`src/rtl/core/glos_pkg.sv`:
```
package glos_pkg;

  // Stream widths, whole bytes
  localparam int S_TDATA_W = 88;
  localparam int M_TDATA_W = 16;

  // Input item field offsets in s_axis_tdata
  localparam int CELL_X_LO    = 0;
  localparam int CELL_Y_LO    = 8;
  localparam int CELL_OPEN_LO = 16;
  localparam int START_X_LO   = 17;
  localparam int START_Y_LO   = 33;
  localparam int END_X_LO     = 49;
  localparam int END_Y_LO     = 65;

  // Coordinate and count widths
  localparam int COORD_W = 16;
  localparam int COUNT_W = 9;
  localparam logic [COUNT_W-1:0] COUNT_MAX = 9'd511;

  // Shared multiply-accumulate operand width
  localparam int OPW = 17;

  // Item kinds carried in tuser
  localparam logic MODE_WRITE = 1'b0;
  localparam logic MODE_QUERY = 1'b1;

  // Control of the shared multiply-accumulate unit
  typedef struct packed {
    logic en;   // update accumulator
    logic clr;  // start from zero
    logic sub;  // subtract product rather than add
  } mac_ctrl_t;

  // Sequencer states
  typedef enum logic [7:0] {
    ST_CLEAR = 8'b0000_0001,
    ST_IDLE  = 8'b0000_0010,
    ST_WR_RD = 8'b0000_0100,
    ST_WR_WB = 8'b0000_1000,
    ST_MUL1  = 8'b0001_0000,
    ST_MUL2  = 8'b0010_0000,
    ST_WALK  = 8'b0100_0000,
    ST_DONE  = 8'b1000_0000
  } state_t;

endpackage

```
`src/rtl/core/glos_mac.sv`:
```
// Shared multiply-accumulate unit: error term set-up and walk updates
module glos_mac #(
  parameter int ACC_W = 28
) (
  input  logic                    clk,
  input  glos_pkg::mac_ctrl_t     ctrl,
  input  logic [glos_pkg::OPW-1:0] op_a,
  input  logic [glos_pkg::OPW-1:0] op_b,
  output logic signed [ACC_W-1:0] acc
);

  import glos_pkg::*;

  logic [2*OPW-1:0]       prod;
  logic [ACC_W+2*OPW-1:0] prod_ext;
  logic [ACC_W-1:0]       prod_w;
  logic [ACC_W-1:0]       base;
  logic [ACC_W-1:0]       acc_next;

  // Product, sized to the accumulator
  assign prod     = op_a * op_b;
  assign prod_ext = {{ACC_W{1'b0}}, prod};
  assign prod_w   = prod_ext[ACC_W-1:0];

  always_comb begin
    base     = ctrl.clr ? '0 : acc;
    acc_next = ctrl.sub ? base - prod_w : base + prod_w;
  end

  always_ff @(posedge clk) begin
    if (ctrl.en) begin
      acc <= acc_next;
    end
  end

endmodule

```
`config.mk`:
```
export PLATFORM = sky130hd
export DESIGN_NAME = glos_mac
export DESIGN_NICKNAME = d
export VERILOG_FILES = /design/src/rtl/core/glos_pkg.sv /design/src/rtl/core/glos_mac.sv
export SDC_FILE = /design/constraint.sdc
export NUM_CORES = 1
export LEC_CHECK = 0
export BUFFER_PORTS_ARGS = -buffer_cell sky130_fd_sc_hd__buf_2
export CORE_ASPECT_RATIO = 1.25
export CORE_MARGIN = 3
export CORE_UTILIZATION = 35
export CTS_CLUSTER_DIAMETER = 40
export CTS_CLUSTER_SIZE = 25
export DETAILED_ROUTE_END_ITERATION = 16
export SLEW_MARGIN = 10
export SYNTH_ARGS = -nofsm -noshare
export SYNTH_HDL_FRONTEND = slang
export SYNTH_SLANG_ARGS = --single-unit
```
`constraint.sdc`:
```
create_clock -name clk -period 9.86 [get_ports clk]
set_input_delay 1.479 -clock clk [delete_from_list [all_inputs] [get_ports clk]]
set_output_delay 1.479 -clock clk [all_outputs]
set_load 0.02 [all_outputs]
```
## Word level (Yosys, flattened, before mapping)

Cells that the tools add are included.

| operators by class | value |
|---|---|
| $add $sub $neg | 2 |
| $mul | 1 |
| muxes and demuxes | 2 |

Operators with widths:

| operator | count |
|---|---|
| two-way mux 28 bit | 2 |
| adder 28 bit | 1 |
| multiplier 17 x 17 -> 28 bit | 1 |
| subtractor 28 bit | 1 |

| word-level totals | value |
|---|---|
| register bits after elaboration | 28 |
| input bits | 38 |
| word-level logic and storage cells | 6 |

## Depth between registers and ports, before layout

| logic depth | value |
|---|---|
| depth in word-level cells | 3 |
| depth in mapped cells | 34 |

## Worst setup path after synthesis

OpenSTA, ideal clock, no wires.

| timing path | value |
|---|---|
| path type | input -> register |
| start point | input port op_b[2] (netlist name) |
| end point | register acc[27], data pin |
| setup time | 0.260 ns |
| arrival | 8.864 ns |
| required time | 9.600 ns |
| path slack | 0.736 ns |
| cell stages on the path | 32 |
| path through | clkbuf_1 -> clkbuf_1 -> nand2_1 -> fa_1 -> fa_1 -> fa_1 -> inv_1 -> fa_1 -> fa_1 -> inv_1 -> fa_1 -> inv_1 -> ha_1 -> o21ai_0 -> a21boi_0 -> nor4b_2 -> or2_4 -> a311oi_4 -> nor3b_2 -> and4b_1 -> a21oi_1 -> xor2_1 -> ha_1 -> clkbuf_1 -> o21ai_0 -> a21oi_1 -> a311o_1 -> a21oi_1 -> o21ai_0 -> a31oi_1 -> xnor2_1 -> xnor2_1 |

| between the ends | value |
|---|---|
| cells in the longest elaborated chain, start to end | 3 |

RTL lines:

| item | line | RTL |
|---|---|---|
| start: declaration | glos_mac.sv:8 | `input logic [glos_pkg::OPW-1:0] op_b,` |
| multiplier 17 x 17 -> 28 bit (*) | glos_mac.sv:21 | `assign prod = op_a * op_b;` |
| adder 28 bit or subtractor 28 bit (tied branches) | glos_mac.sv:27 | `acc_next = ctrl.sub ? base - prod_w : base + prod_w;` |
| two-way mux 28 bit (*) | glos_mac.sv:27 |  |
| net acc_next[27] | glos_mac.sv:18 | `logic [ACC_W-1:0] acc_next;` |
| end signal: assignment | glos_mac.sv:32 | `acc <= acc_next;` |
| end: declaration | glos_mac.sv:9 | `output logic signed [ACC_W-1:0] acc` |

Mark *: on every way through the listed nets, which the timed path passes. The rest lies on a longest branch.
A chain may end at the register's enable or synchronous reset.

## Worst setup path after layout

| timing path | value |
|---|---|
| start point | input port op_b[8] (netlist name) |
| end point | register acc[27], data pin |

The elaborated chain is that of the path after synthesis.

==> results.py <==
metrics = {
    "clock_tree": {
        "cts_buffers": 3,
        "cts.sinks": 28,
        "cts_root_buffer": "clkbuf_16",
        "cts.clk_slew.worst_paths_ns": 0.07,
        "cts_buffer_depth": 2,
        "htreeDepth": 1,
        "cts_tree": "done",
        "clock_latency_ns": 0.27,
    },
    "floorplan": {
        "core_area_um2": 32200,
        "rows": 73,
        "top_level_ports": 66,
        "die_h_um": 209,
        "start_util_pct": 35.8,
        "die_w_um": 168,
        "die-area_um2": 35100,
    },
    "sta": {
        "setup-tns-final_ns": 0,
        "min_period_ns": 9.26,
        "hold_slack_ns": 0.799,
        "rsz0062_at_grt": "false",
        "slew_violations": 0,
        "fmaxAchievable_ghz": 0.108,
        "final_hold_viol_count": 0,
        "tightest_slew_ns": 0.674,
        "clock_skew_ns": 0.00625,
        "slew_headroom_pct": 55.0,
        "fin_crit_sh_pct": 93.9,
        "setup_viol": 0,
    },
    "logic_synthesis": {
        "synth_cell_types": 62,
        "synth_cells": 1354,
        "yosysWarningCount": 0,
        "synthesis.area_um2": 11500,
        "yosys.area.top_type": "fa_1",
        "yosys.cell_count.top_type": "inv_1",
        "synth.top_cell.area_share_pct": 36.8,
        "synth_area_leaders": "fa_1 37%, ha_1 12%, inv_1 9.6%, edfxtp_1 7.3%, nand2_1 6.5%",
        "async_flop_share_pct": 0,
        "synth-seq-cells": 28,
        "synthFlopType": "edfxtp_1",
        "synth_edf_count": 28,
        "yosysSeqAreaShare_pct": 7.30,
        "yosys-top-cells-count": "295 x inv_1, 212 x fa_1, 198 x nand2_1",
        "syn_avg_cell_area_um2": 8.51,
        "synth_nets": 1711,
    },
    "worst_setup_path": {
        "crit_required_ns": 9.88,
        "critPathKind": "in2reg",
        "cp_common_cell": "fa_1",
        "crit_arrival_ns": 9.28,
        "cp_max_fo": 17,
        "critPathMaxStageDelay_ns": 0.55,
        "end_kind": "flop",
        "cp-start-kind": "input pin",
        "critical_path.slowest_cell": "fa_1",
    },
    "drt": {
        "drtIter0Drc": 413,
        "wl_per_cell_um": 15.4,
        "wl_mm": 27.8,
        "first_pass_iters": 5,
        "num_vias": 8807,
        "drc_errors": 0,
        "via_per_inst": 4.90,
        "ant_nets": 0,
    },
    "grt": {
        "grt_pass1_wl_mm": 47.3,
        "grt_use_total_pct": 16.3,
        "grt_use_met1_pct": 23.0,
        "use_met3_pct": 2.29,
        "grt_max_degree": 29,
        "top_usage_layer": "met2",
        "first_global_vias": 9377,
        "grt_antenna_before_repair": 0,
        "overflow": 0,
        "use_met2_pct": 27.2,
    },
    "status": {
        "outcome": "complete, no violations",
    },
    "cells_and_area": {
        "n_fill_cell": 3309,
        "top_regs": "acc x28",
        "largest_reg_flops": 28,
        "area_delta_synth_final_pct": 7.05,
        "regMostFlops": "acc",
        "finalInstanceArea_um2": 12300,
        "final_layout_size_suffix_gt1_share_pct": 6.35,
        "nets": 1744,
        "diodes": 0,
    },
    "placed_design": {
        "dpl.hpwl_mm": 23.6,
        "io_buffers": 65,
        "gp_routability_congestion": 0.846,
        "place_area_um2": 12200,
    },
    "run": {
        "maxCapViolCount": 0,
    },
    "hold_path": {
        "holdCritPathClass": "reg2reg",
    },
}
[final timing paths]
kind | startpoint | to | slack [ns] | cells past startpoint
setup / recovery | op_b[8] | acc[27] | 0.60 | 33
hold / removal | acc[0] | acc[0] | 0.80 | 3
setup reg to reg | acc[0] | acc[26] | 6.47 | 15
hold reg to reg | acc[0] | acc[0] | 0.80 | 3
[through the flow]
step	util (%)	cells	worst slack, ns
finish	38.4	1798	0.603
global route	38.4	1798	0.0347
CTS	38.3	1798	0.511
detailed placement	38.1	1794	0.272
global placement	38.1	1794	0.426
floorplan	-	1354	0.736
[metal layers]
| metal | up-vias | wire length [µm] |
|---|---|---|
| met1 | 4399 | 12900 |
| li1 | 4209 | - |
| met2 | 184 | 13100 |
| met3 | 15 | 1430 |
| met4 | 0 | 296 |
| met5 | - | 0 |
[worst max-delay path, delay by kind of cell]
kind	cells	cell delay (ns)
adder cells (fa/ha/maj)	8	3.75
AO/OA/AOI/OAI	10	1.63
AND/OR/NAND/NOR	6	1.39
buffers and inverters	6	0.59
XOR/XNOR	3	0.42
[logic make-up after synthesis]
logic type | synth area share [%]
muxes | 0.174
AOI/OAI and AO/OA | 8.41
xor gates and xnor gates | 5.70
adders and majority gates | 48.5
DFF | 7.30
and+or+nand+nor | 18.9
buffers and inverters | 11.0
[final cells by class]
| type | count | area (µm²) | share of cell area [%] |
|---|---|---|---|
| sequential | 28 | 841 | 6.82 |
| tap | 412 | 515 | 4.18 |
| multi-input combinational | 987 | 9410 | 76.3 |
| timing repair buffer | 72 | 378 | 3.06 |
| inverter | 295 | 1110 | 8.98 |
| clock inverter | 1 | 3.75 | 0.0304 |
| clock buffer | 3 | 75.1 | 0.609 |
[what timing repair did]
item / 4_1_cts / 5_1_grt
buffers inserted: 0 / 0
hold buffers: 0 / 0
setup endpoints to repair: 0 / 1
gates resized for setup: 0 / 2
[placed cells by master, fill, tap and decap left out, drive strengths merged, types with 3 or more instances in the layout]
| cell type | instances |
|---|---|
| or2 | 3 |
| nor2b | 32 |
| nand2 | 198 |
| a21o | 9 |
| a21boi | 5 |
| xor2 | 23 |
| xnor2 | 52 |
| buf | 72 |
| a211oi | 7 |
| nor2 | 49 |
| nand4 | 3 |
| o21ai | 26 |
| a31oi | 10 |
| clkbuf | 3 |
| fa | 212 |
| nor3 | 8 |
| nand2b | 4 |
| a21oi | 49 |
| and3 | 6 |
| or3 | 6 |
| ha | 107 |
| edfxtp | 28 |
| o211ai | 7 |
| inv | 295 |
| nand3 | 12 |
| and2 | 111 |
| o21bai | 6 |
| o21a | 8 |
| o31a | 4 |
Power is left out: the tool's default activity adds up to more than one toggle a clock period on the data nets, which glitch-free logic cannot reach.
